**config.mk**
```make
export PLATFORM = sky130hd
export DESIGN_NAME = keyed_ordered_queue_top
export DESIGN_NICKNAME = d
export VERILOG_FILES = /design/src/sv/koq_pkg.sv /design/src/sv/koq_ram.sv /design/src/sv/keyed_ordered_queue_top.sv
export SDC_FILE = /design/constraint.sdc
export NUM_CORES = 1
export LEC_CHECK = 0
export BUFFER_PORTS_ARGS = -buffer_cell sky130_fd_sc_hd__clkbuf_2
export CAP_MARGIN = 20
export CELL_PAD_IN_SITES_DETAIL_PLACEMENT = 2
export CELL_PAD_IN_SITES_GLOBAL_PLACEMENT = 2
export CORE_UTILIZATION = 35
export CTS_BUF_LIST = sky130_fd_sc_hd__clkbuf_2
export DETAILED_ROUTE_END_ITERATION = 12
export PLACE_DENSITY = 0.7
export SLEW_MARGIN = 20
export SYNTH_ARGS = -nofsm -noshare
export SYNTH_HDL_FRONTEND = slang
export SYNTH_SLANG_ARGS = --single-unit
```
**constraint.sdc**
```tcl
create_clock -name clk -period 4.63 [get_ports clk]
set_input_delay 0.463 -clock clk [delete_from_list [all_inputs] [get_ports clk]]
set_output_delay 0.463 -clock clk [all_outputs]
set_load 0.02 [all_outputs]
```
**src/sv/koq_pkg.sv**
```systemverilog
package koq_pkg;

    localparam int CMD_W       = 2;
    localparam int KEY_IN_W    = 16;
    localparam int HANDLE_W    = 32;
    localparam int COUNT_OUT_W = 5;

    typedef enum logic [CMD_W-1:0] {
        CMD_APPEND = 2'd0,
        CMD_LOOKUP = 2'd1,
        CMD_REMOVE = 2'd2,
        CMD_POP    = 2'd3
    } cmd_t;

    typedef enum logic [2:0] {
        ST_IDLE,
        ST_START,
        ST_SCAN,
        ST_SHIFT,
        ST_DONE
    } state_t;

endpackage

```
**src/sv/koq_ram.sv**
```systemverilog
module koq_ram #(
    parameter int WIDTH = 48,
    parameter int DEPTH = 16
) (
    input  logic                     clk,
    input  logic                     wr_en,
    input  logic [$clog2(DEPTH)-1:0] wr_addr,
    input  logic [WIDTH-1:0]         wr_data,
    input  logic [$clog2(DEPTH)-1:0] rd_addr,
    output logic [WIDTH-1:0]         rd_data
);

    logic [WIDTH-1:0] mem_reg [DEPTH];
    logic [WIDTH-1:0] rd_data_reg;

    always_ff @(posedge clk)
    begin
        if (wr_en)
        begin
            mem_reg[wr_addr] <= wr_data;
        end
        rd_data_reg <= mem_reg[rd_addr];
    end

    assign rd_data = rd_data_reg;

endmodule

```
**src/sv/keyed_ordered_queue_top.sv**
```systemverilog
// Keyed ordered queue: up to CAPACITY key/handle pairs in insertion order.
// Append writes at the tail, or flags overflow when full; lookup, remove and pop scan
// from the head to the first match, and remove and pop then shift later entries down.
// in_stall holds from accept until the result is registered, so a new command is
// not taken before the last one is through; a stalled result delays the next one.
// Reset (rst_n, async low) empties the table; the RAM contents are not cleared.
module keyed_ordered_queue_top #(
    parameter int CAPACITY = 16,
    parameter int KEY_BITS = 16
) (
    input  logic                            clk,
    input  logic                            rst_n,
    input  logic                            in_valid,
    output logic                            in_stall,
    input  logic [koq_pkg::CMD_W-1:0]       cmd,
    input  logic [koq_pkg::KEY_IN_W-1:0]    key,
    input  logic [koq_pkg::HANDLE_W-1:0]    handle_in,
    output logic                            out_valid,
    input  logic                            out_stall,
    output logic                            found,
    output logic [koq_pkg::HANDLE_W-1:0]    handle_out,
    output logic                            overflow,
    output logic [koq_pkg::COUNT_OUT_W-1:0] count
);

    import koq_pkg::*;

    localparam int IDX_W  = $clog2(CAPACITY);
    localparam int CNT_W  = $clog2(CAPACITY + 1);
    localparam int WORD_W = KEY_BITS + HANDLE_W;

    // Sequencer and item registers
    state_t               state_reg, state_next;
    cmd_t                 cmd_reg, cmd_next;
    logic [KEY_BITS-1:0]  key_reg, key_next;
    logic [HANDLE_W-1:0]  hin_reg, hin_next;
    logic [IDX_W-1:0]     idx_reg, idx_next;      // scan position, then shift pointer
    logic [CNT_W-1:0]     count_reg, count_next;

    // Result being built
    logic                 res_found_reg, res_found_next;
    logic [HANDLE_W-1:0]  res_handle_reg, res_handle_next;
    logic                 res_ovf_reg, res_ovf_next;

    // Output register: decouples result delivery from the sequencer
    logic                   out_valid_reg, out_valid_next;
    logic                   out_found_reg, out_found_next;
    logic [HANDLE_W-1:0]    out_handle_reg, out_handle_next;
    logic                   out_ovf_reg, out_ovf_next;
    logic [COUNT_OUT_W-1:0] out_count_reg, out_count_next;

    // RAM port
    logic              wr_en;
    logic [IDX_W-1:0]  wr_addr;
    logic [WORD_W-1:0] wr_data;
    logic [IDX_W-1:0]  rd_addr;
    logic [WORD_W-1:0] rd_data;

    // Shared compare unit and position arithmetic
    logic [KEY_BITS-1:0] rd_key;
    logic [HANDLE_W-1:0] rd_handle;
    logic                hit;
    logic [CNT_W-1:0]    idx_plus1;
    logic [CNT_W-1:0]    idx_plus2;
    logic                scan_more;
    logic                shift_more;
    logic                out_free;

    koq_ram #(
        .WIDTH (WORD_W),
        .DEPTH (CAPACITY)
    ) u_ram (
        .clk     (clk),
        .wr_en   (wr_en),
        .wr_addr (wr_addr),
        .wr_data (wr_data),
        .rd_addr (rd_addr),
        .rd_data (rd_data)
    );

    assign rd_key     = rd_data[HANDLE_W +: KEY_BITS];
    assign rd_handle  = rd_data[HANDLE_W-1:0];
    // pop always takes the head, so every read counts as a hit
    assign hit        = (cmd_reg == CMD_POP) || (rd_key == key_reg);
    assign idx_plus1  = CNT_W'(idx_reg) + CNT_W'(1);
    assign idx_plus2  = CNT_W'(idx_reg) + CNT_W'(2);
    assign scan_more  = idx_plus1 < count_reg;
    assign shift_more = idx_plus2 < count_reg;
    assign out_free   = !out_valid_reg || !out_stall;

    assign in_stall   = (state_reg != ST_IDLE);
    assign out_valid  = out_valid_reg;
    assign found      = out_found_reg;
    assign handle_out = out_handle_reg;
    assign overflow   = out_ovf_reg;
    assign count      = out_count_reg;

    // Next state
    always_comb
    begin
        state_next = state_reg;
        case (state_reg)
            ST_IDLE:
            begin
                if (in_valid)
                begin
                    state_next = ST_START;
                end
            end
            ST_START:
            begin
                if (cmd_reg == CMD_APPEND || count_reg == '0)
                begin
                    state_next = ST_DONE;
                end
                else
                begin
                    state_next = ST_SCAN;
                end
            end
            ST_SCAN:
            begin
                if (hit)
                begin
                    if (cmd_reg != CMD_LOOKUP && scan_more)
                    begin
                        state_next = ST_SHIFT;
                    end
                    else
                    begin
                        state_next = ST_DONE;
                    end
                end
                else if (!scan_more)
                begin
                    state_next = ST_DONE;
                end
            end
            ST_SHIFT:
            begin
                if (!shift_more)
                begin
                    state_next = ST_DONE;
                end
            end
            ST_DONE:
            begin
                if (out_free)
                begin
                    state_next = ST_IDLE;
                end
            end
            default:
            begin
                state_next = ST_IDLE;
            end
        endcase
    end

    // Datapath and RAM control
    always_comb
    begin
        cmd_next        = cmd_reg;
        key_next        = key_reg;
        hin_next        = hin_reg;
        idx_next        = idx_reg;
        count_next      = count_reg;
        res_found_next  = res_found_reg;
        res_handle_next = res_handle_reg;
        res_ovf_next    = res_ovf_reg;
        out_valid_next  = out_valid_reg && out_stall;
        out_found_next  = out_found_reg;
        out_handle_next = out_handle_reg;
        out_ovf_next    = out_ovf_reg;
        out_count_next  = out_count_reg;
        wr_en           = 1'b0;
        wr_addr         = idx_reg;
        wr_data         = rd_data;
        rd_addr         = IDX_W'(idx_plus1);

        case (state_reg)
            ST_IDLE:
            begin
                if (in_valid)
                begin
                    cmd_next        = cmd_t'(cmd);
                    key_next        = KEY_BITS'(key);
                    hin_next        = handle_in;
                    res_found_next  = 1'b0;
                    res_handle_next = '0;
                    res_ovf_next    = 1'b0;
                end
            end
            ST_START:
            begin
                if (cmd_reg == CMD_APPEND)
                begin
                    if (count_reg < CNT_W'(CAPACITY))
                    begin
                        wr_en      = 1'b1;
                        wr_addr    = IDX_W'(count_reg);
                        wr_data    = {key_reg, hin_reg};
                        count_next = count_reg + CNT_W'(1);
                    end
                    else
                    begin
                        res_ovf_next = 1'b1;
                    end
                end
                else
                begin
                    idx_next = '0;
                    rd_addr  = '0;
                end
            end
            ST_SCAN:
            begin
                // read of the next entry is already on its way; on a hit it feeds the shift
                if (hit)
                begin
                    res_found_next  = 1'b1;
                    res_handle_next = rd_handle;
                    if (cmd_reg != CMD_LOOKUP && !scan_more)
                    begin
                        count_next = count_reg - CNT_W'(1);
                    end
                end
                else
                begin
                    idx_next = IDX_W'(idx_plus1);
                end
            end
            ST_SHIFT:
            begin
                // move entry idx+1 (just read) down to idx, fetch idx+2
                wr_en    = 1'b1;
                wr_addr  = idx_reg;
                wr_data  = rd_data;
                rd_addr  = IDX_W'(idx_plus2);
                idx_next = IDX_W'(idx_plus1);
                if (!shift_more)
                begin
                    count_next = count_reg - CNT_W'(1);
                end
            end
            ST_DONE:
            begin
                if (out_free)
                begin
                    out_valid_next  = 1'b1;
                    out_found_next  = res_found_reg;
                    out_handle_next = res_handle_reg;
                    out_ovf_next    = res_ovf_reg;
                    out_count_next  = COUNT_OUT_W'(count_reg);
                end
            end
            default:
            begin
                wr_en = 1'b0;
            end
        endcase
    end

    always_ff @(posedge clk or negedge rst_n)
    begin
        if (!rst_n)
        begin
            state_reg     <= ST_IDLE;
            count_reg     <= '0;
            out_valid_reg <= 1'b0;
        end
        else
        begin
            state_reg     <= state_next;
            count_reg     <= count_next;
            out_valid_reg <= out_valid_next;
        end
    end

    always_ff @(posedge clk)
    begin
        cmd_reg        <= cmd_next;
        key_reg        <= key_next;
        hin_reg        <= hin_next;
        idx_reg        <= idx_next;
        res_found_reg  <= res_found_next;
        res_handle_reg <= res_handle_next;
        res_ovf_reg    <= res_ovf_next;
        out_found_reg  <= out_found_next;
        out_handle_reg <= out_handle_next;
        out_ovf_reg    <= out_ovf_next;
        out_count_reg  <= out_count_next;
    end

endmodule

```
Word level (Yosys, flattened, before mapping)
Memories as Yosys holds them, arrays and structs flattened. A register that Yosys moved wholly into a read port is not among the register bits.
Cells that the tools add are included.
{"block": "op_classes", "addsub": 4, "order_cmp": 3, "n_eq_ne": 18, "muxes": 41, "n_reduce_logical": 23}
{"operator": "48-bit two-way mux", "n": 3}
{"operator": "32-bit two-way mux", "n": 2}
{"operator": "32-bit one-hot mux with 2 select lines", "n": 1}
{"operator": "5-bit two-way mux", "n": 5}
{"operator": "4-bit two-way mux", "n": 6}
{"operator": "3-bit two-way mux", "n": 7}
{"operator": "2-bit inequality test (second input constant)", "n": 10}
{"operator": "16-bit equality test", "n": 1}
{"operator": "3-bit one-hot mux with 5 select lines", "n": 1}
{"operator": "5-bit one-hot mux with 3 select lines", "n": 1}
{"operator": "4-bit one-hot mux with 3 select lines", "n": 1}
{"operator": "5-bit < comparator", "n": 2}
{"operator": "1-bit two-way mux", "n": 10}
{"operator": "4-bit one-hot mux with 2 select lines", "n": 1}
{"operator": "4-bit AND reduction", "n": 2}
{"operator": "3-bit by 2-bit equality test with 1-bit output (second input constant)", "n": 2}
{"operator": "1-bit one-hot mux with 2 select lines", "n": 3}
{"operator": "3-bit AND reduction", "n": 2}
{"operator": "6-bit AND reduction", "n": 1}
{"operator": "3-bit nonzero test", "n": 2}
{"operator": "4-bit by 1-bit adder with 5-bit output (second input constant)", "n": 1}
{"operator": "4-bit by 2-bit adder with 5-bit output (second input constant)", "n": 1}
{"operator": "5-bit by 1-bit adder with 5-bit output (second input constant)", "n": 1}
{"operator": "5-bit logical NOT", "n": 1}
{"operator": "other kinds (14)", "n": 22}
{"block": "word_totals", "regBits": 136, "ram_bits": 768, "input_bits": 54, "out_inout_bits": 41, "memories": 1}
{"name": "u_ram.mem_reg", "words": 16, "word_bits": 48, "rd": 1, "rd_clocked_by_memory_dff": 1, "wr": 1, "line_no": "koq_ram.sv:13", "source": "logic [WIDTH-1:0] mem_reg [DEPTH];"}

Longest topological paths before layout
Gate-level depths: netlist of the first run.
{"block": "depth", "depth_word": 7, "mapped_depth": 10, "mapped_depth_nobuf": 10}

By module
From an unflattened synthesis of the first run, not the netlist that was laid out.
{"block": "hier_totals", "cells_unflattened": 1616, "hier_area_um2": 35778.1}
{"mod": "koq_ram", "instances": 1, "cells_per_inst": 1242, "area_each_um2": 29691.0, "seq_area_each_um2": 24023.0}
{"mod": "keyed_ordered_queue_top", "instances": 1, "cells_per_inst": 374, "area_each_um2": 6087.1, "seq_area_each_um2": 4038.9}

Worst setup path after synthesis of the first run
OpenSTA, ideal clock, no wires.
{"block": "synth_path", "path_type": "register to register", "startpoint": "register cmd_reg[1]", "endpoint": "memory u_ram.mem_reg[2][0], enable pin", "setup_time_ps": 454, "t_arrival_ps": 3927, "slack_ps": 249, "stages_incl_launch_ff": 9, "n_path_buf": 2, "cell_sequence": "edfxtp_1 > or4b_1 > or3_1 > buf_2 > buf_6 > o22a_1 > nor2_1 > nand2_1 > nor2_1"}
{"block": "synth_between", "elab_chain_cells": 5, "elab_cells_between_ends": 7, "classes_between": "mux: 6; reduce/logical: 1"}
{"element": "start, declared", "line_no": "keyed_ordered_queue_top.sv:34", "source": "cmd_t cmd_reg, cmd_next;"}
{"element": "start signal, assigned", "line_no": "keyed_ordered_queue_top.sv:282", "source": "cmd_reg <= cmd_next;"}
{"element": "2-bit logical NOT (*)", "line_no": "keyed_ordered_queue_top.sv:196", "source": "if (cmd_reg == CMD_APPEND)"}
{"element": "1-bit two-way mux", "line_no": "keyed_ordered_queue_top.sv:196"}
{"element": "1-bit one-hot mux with 2 select lines", "line_no": "keyed_ordered_queue_top.sv:181", "source": "case (state_reg)"}
{"element": "1-bit two-way mux", "line_no": "koq_ram.sv:18", "source": "if (wr_en)"}
{"element": "1-bit two-way mux (not written as such)", "line_no": "koq_ram.sv:20", "source": "mem_reg[wr_addr] <= wr_data;"}
{"element": "end, declared", "line_no": "koq_ram.sv:13"}
Every way passes the cells marked *; elsewhere a longest branch is shown, timed or not.

Worst setup path after layout of the first run
{"block": "layout_path", "startpoint": "register idx_reg[0]", "endpoint": "register count_reg[1]"}
{"block": "layout_between", "elab_chain_cells": 6, "elab_cells_between_ends": 9, "classes_between": "add/sub: 2; order compare: 2; eq/ne: 2; reduce/logical: 3"}
{"element": "start, declared", "line_no": "keyed_ordered_queue_top.sv:37", "source": "logic [IDX_W-1:0] idx_reg, idx_next;"}
{"element": "start signal, assigned", "line_no": "keyed_ordered_queue_top.sv:285", "source": "idx_reg <= idx_next;"}
{"element": "4-bit by 1-bit adder with 5-bit output", "line_no": "keyed_ordered_queue_top.sv:85", "source": "assign idx_plus1 = CNT_W'(idx_reg) + CNT_W'(1);"}
{"element": "net idx_plus1[2]", "line_no": "keyed_ordered_queue_top.sv:63", "source": "logic [CNT_W-1:0] idx_plus1;"}
{"element": "5-bit < comparator", "line_no": "keyed_ordered_queue_top.sv:87", "source": "assign scan_more = idx_plus1 < count_reg;"}
{"element": "1-bit logical NOT", "line_no": "keyed_ordered_queue_top.sv:223", "source": "if (cmd_reg != CMD_LOOKUP && !scan_more)"}
{"element": "1-bit logical AND", "line_no": "keyed_ordered_queue_top.sv:223"}
{"element": "2-bit inequality test (no source line)"}
{"element": "6-bit AND reduction (no source line)"}
{"element": "end signal, assigned", "line_no": "keyed_ordered_queue_top.sv:275", "source": "count_reg <= count_next;"}
{"element": "end, declared", "line_no": "keyed_ordered_queue_top.sv:38", "source": "logic [CNT_W-1:0] count_reg, count_next;"}
The timed path passes the listed nets, and every way through them passes these cells.
A chain may end at the register's enable or synchronous reset.

==> impl_metrics.tcl, run 1 <==
set metrics [dict create \
    status "finished clean" \
    end_kind "flip-flop" \
    port_buffers 94 \
    die_area_um2 104000 \
    ant_nets 0 \
    worst_pin_slew_ns 1.10 \
    reg2reg_depth 10 \
    whs_ns 0.210 \
    yosysUniqueCellTypes 54 \
    slowest_delay_ns 0.58 \
    timing.rr.end "count_reg[1]" \
    firstDrtPassIters 7 \
    hold_violations 0 \
    core_area_um2 101000 \
    netlist_instances 1685 \
    worstSetupStartpointType "flip-flop" \
    r2r_start "idx_reg[0]" \
    vdd.ir_drop.worst_mv 0.674 \
    path_cells "ha_1 -> xnor2_1 -> inv_1 -> ha_1 -> a21o_1 -> a31oi_1 -> o21ai_0 -> a31o_2 -> o21ai_1 -> mux2_2" \
    io_pins 95 \
    drv_cap 0 \
    ys_seq_area_share_pct 78.4 \
    drc 0 \
    fin_area_um2 41700 \
    finalCriticalPeriod_ns 3.69 \
    cts-buffers-inserted 241 \
    drive_gt1_share_pct 36.1 \
    fmax_ghz 0.271 \
    timing.critical_path.mode_cell "ha_1" \
    drt-total-wl_um 99500 \
    synth_simple_gate_area_share_pct 2.21 \
    critPathSlowestCell "edfxtp_1" \
    slew_violations 0 \
    fin_nets 2166 \
    crit_start "idx_reg[0]" \
    synth_adder_area_share_pct 0.511 \
    largest_reg_flops 768 \
    cts_sinks 952 \
    area_growth_pct 16.6 \
    cts_tree "yes" \
    avgRoutedWirePerCell_um 27.1 \
    pre_cts_slack_ns 1.00 \
    endpoint "count_reg[1]" \
    synthFlopType "edfxtp_1" \
    slew_headroom_pct 26.7 \
    fin_cells 3664 \
    r2r_slack_ns 0.94 \
    syn-cell-area_um2 35800 \
    synth_top_family_by_area "multiplexers" \
    drt_iter0_drc 1534 \
    min_path_type "input pin to flip-flop" \
    synth_seq_cells 952 \
    dr_total_vias 18900 \
    dpl-instance-area_um2 38300 \
    clk_latency_ns 1.59 \
    crit_type "flip-flop to flip-flop" \
    synth_compound_area_share_pct 3.22 \
    async_flop_share_pct 0.945 \
    finalSetupTns_ns 0 \
    synth_area_per_cell_um2 21.2 \
    p_per_area_nw_per_um2 647 \
    cts-root-buf "clkbuf_2" \
    via_per_inst 5.15 \
    dp_cells 3098 \
    synth-xor-area-share_pct 0.587 \
    grt_remaining_overflow 0 \
    num_rows 116 \
    p_leak_nw 14.0 \
    grt_pass1_vias 21300 \
    path_max_fanout 9 \
    antenna_found_initial 3 \
    muxShareOfSynthArea_pct 13.8 \
    cp_data_arrival_time_ns 5.03 \
    setup_slack_ns 0.935 \
    hpwlAfterDp_um 54900 \
    rsz0062_at_grt "false" \
    path_clk_slew_ns 0.13 \
    grt_max_degree 89 \
    grtUsageTotal_pct 19.4 \
    die_x_um 322 \
    htree_levels 4 \
    finClkSkew_ns 0.194 \
    initial_utilization_pct 35.5 \
    required_ns 5.96 \
    gp_congestion 0.747 \
    grt_pass1_wl_um 145000 \
    period_share_pct 79.8 \
    cts_buffer_depth 3 \
    setup_viol 0 \
    synth_warnings 0 \
    synthesis.nets 1753 \
    dieHeight_um 322 \
    synth-edff-count 895 \
]
-- through the flow --
stage               util [%]  power (W)
floorplan                  -     0.0177
global placement        38.0     0.0207
detailed placement      38.0     0.0214
CTS                     41.4     0.0274
global route            41.4     0.0283
finish                  41.4     0.0270
-- cells by family after synthesis --
group | after synthesis
AO/OA/AOI/OAI | 142
XOR/XNOR | 24
adder cells (fa/ha/maj) | 14
buffers and inverters | 95
flip-flops | 952
multiplexers | 294
AND/OR/NAND/NOR | 164
-- what timing repair did --
action | 4_1_cts | 5_1_grt
hold buffers | 114 | 0
endpoints found under the hold margin | 152 | 0
buffers inserted | 0 | 0
gates resized for setup | 0 | 0
-- where the power goes --
part | internal, W | switching (W) | total [W]
registers | 0.0114 | 0.000458 | 0.0119
logic | 0.00351 | 0.00580 | 0.00931
clock network | 0.00216 | 0.00365 | 0.00581
-- how the worst min path moves through the flow --
stage,cells after the start,endpoint,start,slack (ns)
floorplan,0,count_reg[0],rst_n,0.17
global placement,1,count_reg[1],rst_n,0.33
detailed placement,1,count_reg[3],rst_n,0.35
CTS,3,hin_reg[17],handle_in[17],0.003
global route,3,hin_reg[1],handle_in[1],0.08
finish,3,hin_reg[1],handle_in[1],0.21
-- layer usage --
metal / wire length, µm / vias to the layer above / GRT usage (%) / share of wire [%]
met1: 40200 / 10100 / 23.9 / 40
met4: 1720 / 2 / 6.00 / 1.7
met5: 13 / - / 0 / 0.013
met2: 52000 / 673 / 34.0 / 52
met3: 5590 / 144 / 4.21 / 5.6
li1: - / 7969 / - / -
-- layout make-up --
type | count | area [µm²]
repair buffers | 251 | 2180
clock inverters | 109 | 532
fillers | 9662 | 59000
diodes | 2 | 5.00
flip-flops and latches | 952 | 28100
well taps | 1357 | 1700
multi-input cells | 638 | 7480
inverters | 14 | 52.6
clock buffers | 341 | 1710
-- Yosys cell counts (3+ instances only) --
| cell type | count | area share (%) |
|---|---|---|
| nor2_1 | 27 | 0.28 |
| a31oi_1 | 6 | 0.10 |
| o21ai_0 | 5 | 0.070 |
| xnor2_1 | 22 | 0.54 |
| ha_1 | 13 | 0.45 |
| edfxtp_1 | 895 | 75 |
| a22oi_1 | 48 | 1.0 |
| dfrtp_1 | 9 | 0.63 |
| nor3_1 | 9 | 0.13 |
| buf_1 | 8 | 0.084 |
| buf_2 | 33 | 0.46 |
| nand2b_1 | 4 | 0.070 |
| nand4_1 | 5 | 0.087 |
| mux2i_1 | 4 | 0.11 |
| dfxtp_1 | 48 | 2.7 |
| a21o_1 | 3 | 0.063 |
| buf_6 | 5 | 0.16 |
| buf_4 | 5 | 0.10 |
| and2_1 | 37 | 0.65 |
| clkbuf_1 | 30 | 0.31 |
| a211oi_1 | 3 | 0.063 |
| nand2_1 | 67 | 0.70 |
| mux2_2 | 146 | 4.6 |
| a222oi_1 | 48 | 1.3 |
| a21oi_1 | 10 | 0.14 |
| inv_1 | 14 | 0.15 |
| nor4_1 | 4 | 0.070 |
| mux4_2 | 144 | 9.1 |
-- placed cells by master (no fill, tap or decap), types with 4 or more instances in the layout --
master	Yosys	routed
mux2i_1	4	4
mux2_2	146	146
nand2_1	67	67
nand4_1	5	5
nor2_4	0	16
inv_1	14	14
mux4_2	144	144
clkbuf_2	0	435
buf_4	5	24
a22oi_1	48	48
nand2b_1	4	4
xnor2_1	22	22
dlygate4sd3_1	0	114
dfrtp_1	9	9
buf_12	0	18
a31oi_1	6	5
a222oi_1	48	48
nor3_1	9	9
and2_1	37	36
dfxtp_1	48	48
clkinv_2	0	16
nor2_1	27	11
a21oi_1	10	9
nor4_1	4	4
edfxtp_1	895	895
clkinv_1	0	79
inv_6	0	4
o21ai_0	5	4
ha_1	13	13
-- critical path, delay by kind of cell, from the launching register on --
family	cells	cell delay, ns
muxes	1	0.38
DFF	1	0.58
xor gates and xnor gates	1	0.39
adders and majority gates	2	0.65
AOI/OAI and AO/OA	5	1.28
buffers and inverters	1	0.24
Power figures use the tool's default switching activity.
==> run 2, diff against run 1 <==
PLACE_DENSITY = 0.68   (was 0.7)
clock period = 3.6 ns   (was 4.63 ns; I/O delays follow)
==> run 2 against run 1 <==
Net effect: combinational power is 29% higher; register-to-register slack got worse by 0.85 ns; final cell count increased by 1.7%; via count grew 0.94%; sequential cell count did not move; wire length up 2.2%; core utilization grew 0.64 points; count of clock-buffer cells in the layout increased by 9; clock power increased by 28%; clock skew down 0.079 ns; design area rose by 1.5%; power is 29% higher; largest power group unchanged; highest routed layer is now met4.
==> impl_metrics.tcl, run 2 (synthesis results as in run 1) <==
set metrics [dict create \
    ant_nets 0 \
    core_area_um2 101000 \
    gp_congestion 0.770 \
    min_path_type "input pin to flip-flop" \
    power_w 0.0347 \
    setup_viol 0 \
    grt_pass1_vias 21500 \
    timing.critical_path.mode_cell "buf_4" \
    rsz0062_at_grt "false" \
    num_rows 116 \
    finalCriticalPeriod_ns 3.52 \
    dpl-instance-area_um2 38600 \
    finClkSkew_ns 0.114 \
    dieHeight_um 322 \
    r2r_slack_ns 0.08 \
    path_max_fanout 23 \
    drc 0 \
    post-cts-setup-buffer-count 0 \
    largest_reg_flops 768 \
    grtUsageTotal_pct 19.9 \
    final_common_cell "edfxtp_1" \
    via_per_inst 5.11 \
    timing.rr.end "u_ram.mem_reg[13][6]" \
    p_per_area_nw_per_um2 820 \
    cts_buffer_depth 3 \
    grt_max_degree 58 \
    path_clk_slew_ns 0.12 \
    cp_top_family "simple AND/OR/NAND/NOR gates" \
    hold_violations 0 \
    drive_gt1_share_pct 36.3 \
    fin_area_um2 42400 \
    setup_slack_ns 0.0821 \
    r2r_start "cmd_reg[1]" \
    grt_pass1_wl_um 149000 \
    fillers 9529 \
    initial_utilization_pct 35.5 \
    grt_remaining_overflow 0 \
    port_buffers 94 \
    drt_iter0_drc 1414 \
    die_area_um2 104000 \
    pre_cts_slack_ns 0.160 \
    fmax_ghz 0.284 \
    path_cells "or4b_1 -> or3_4 -> buf_4 -> nor3_1 -> a31oi_1 -> nor2_4 -> buf_4" \
    vdd.ir_drop.worst_mv 0.936 \
    drv_cap 0 \
    cts-root-buf "clkbuf_2" \
    worst_pin_slew_ns 1.04 \
    crit_buf_inv 2 \
    end_kind "flip-flop" \
    whs_ns 0.172 \
    antenna_found_initial 3 \
    avgRoutedWirePerCell_um 27.3 \
    final_cell_mix "edfxtp_1, clkbuf_2, dlygate4sd3_1" \
    drt-total-wl_um 102000 \
    die_x_um 322 \
    slew_headroom_pct 30.5 \
    crit_type "flip-flop to flip-flop" \
    cts_tree "yes" \
    dr_total_vias 19000 \
    endpoint "u_ram.mem_reg[13][6]" \
    slowest_delay_ns 0.59 \
    cts_sinks 952 \
    status "finished clean" \
    required_ns 4.72 \
    htree_levels 4 \
    clk_latency_ns 1.57 \
    worstSetupStartpointType "flip-flop" \
    firstDrtPassIters 7 \
    cts-buffers-inserted 236 \
    area_growth_pct 18.4 \
    crit_start "cmd_reg[1]" \
    cp_data_arrival_time_ns 4.63 \
    period_share_pct 97.7 \
    reg2reg_depth 7 \
    p_leak_nw 14.3 \
    worstSetupPathDepth 7 \
    slew_violations 0 \
    fin_nets 2225 \
    io_pins 95 \
    hpwlAfterDp_um 55700 \
    critPathSlowestCell "or4b_1" \
]
## run 2: cell types whose count changed in the layout (fill, tap and decap cells not counted), sizes merged
cell,previous run,this run
diode,2,12
clkbuf,435,444
dlygate4sd3,114,153
inv,21,20
clkinv,98,78
buf,43,68
## run 2: layout make-up
cell class                      instances  area (µm²)  share of cell area, %
Tap cell                             1357        1700                   4.01
Multi-Input combinational cell        638        7470                   17.6
Clock inverter                         88         448                   1.06
Inverter                               14        52.6                  0.124
Antenna cell                           12        30.0                 0.0709
Clock buffer                          350        1750                   4.14
Sequential cell                       952       28100                   66.3
Timing Repair Buffer                  315        2840                   6.71
## run 2: worst min path at each step
stage / startpoint / end / cells past startpoint
floorplan: rst_n / count_reg[0] / 0
global placement: rst_n / out_valid / 1
detailed placement: rst_n / out_valid / 1
CTS: key[14] / key_reg[14] / 3
global route: handle_in[15] / hin_reg[15] / 3
finish: handle_in[15] / hin_reg[15] / 3
## run 2: worst min-delay path: cells and delay by family
kind,cells,cell delay (ns)
buf+inv,3,1.18
## run 2: per-stage QoR
step	instances	utilization [%]	TNS [ns]
floorplan	1685	-	-370.41
global placement	3123	38.3	0
detailed placement	3123	38.3	0
CTS	3714	42.0	0
global route	3726	42.0	0
finish	3726	42.0	0
## run 2: metal layers
layer | part of all wire [%] | global-route usage [%] | vias to the layer above
li1 | - | - | 8084
met1 | 41 | 25.0 | 10200
met2 | 52 | 34.7 | 591
met3 | 4.8 | 3.97 | 135
met4 | 1.7 | 5.72 | 0
met5 | 0 | 0 | -
## run 2: timing repair
item / CTS / global route
endpoints found under the setup margin: 0 / 1
endpoints found under the hold margin: 185 / 0
resized for setup: 0 / 1
hold buffers: 153 / 0
## run 2: where the power goes
part,internal (W),switching [W],leakage [nW]
combinational,0.00467,0.00733,3.98
sequential,0.0147,0.000597,8.64
clock,0.00280,0.00465,1.66
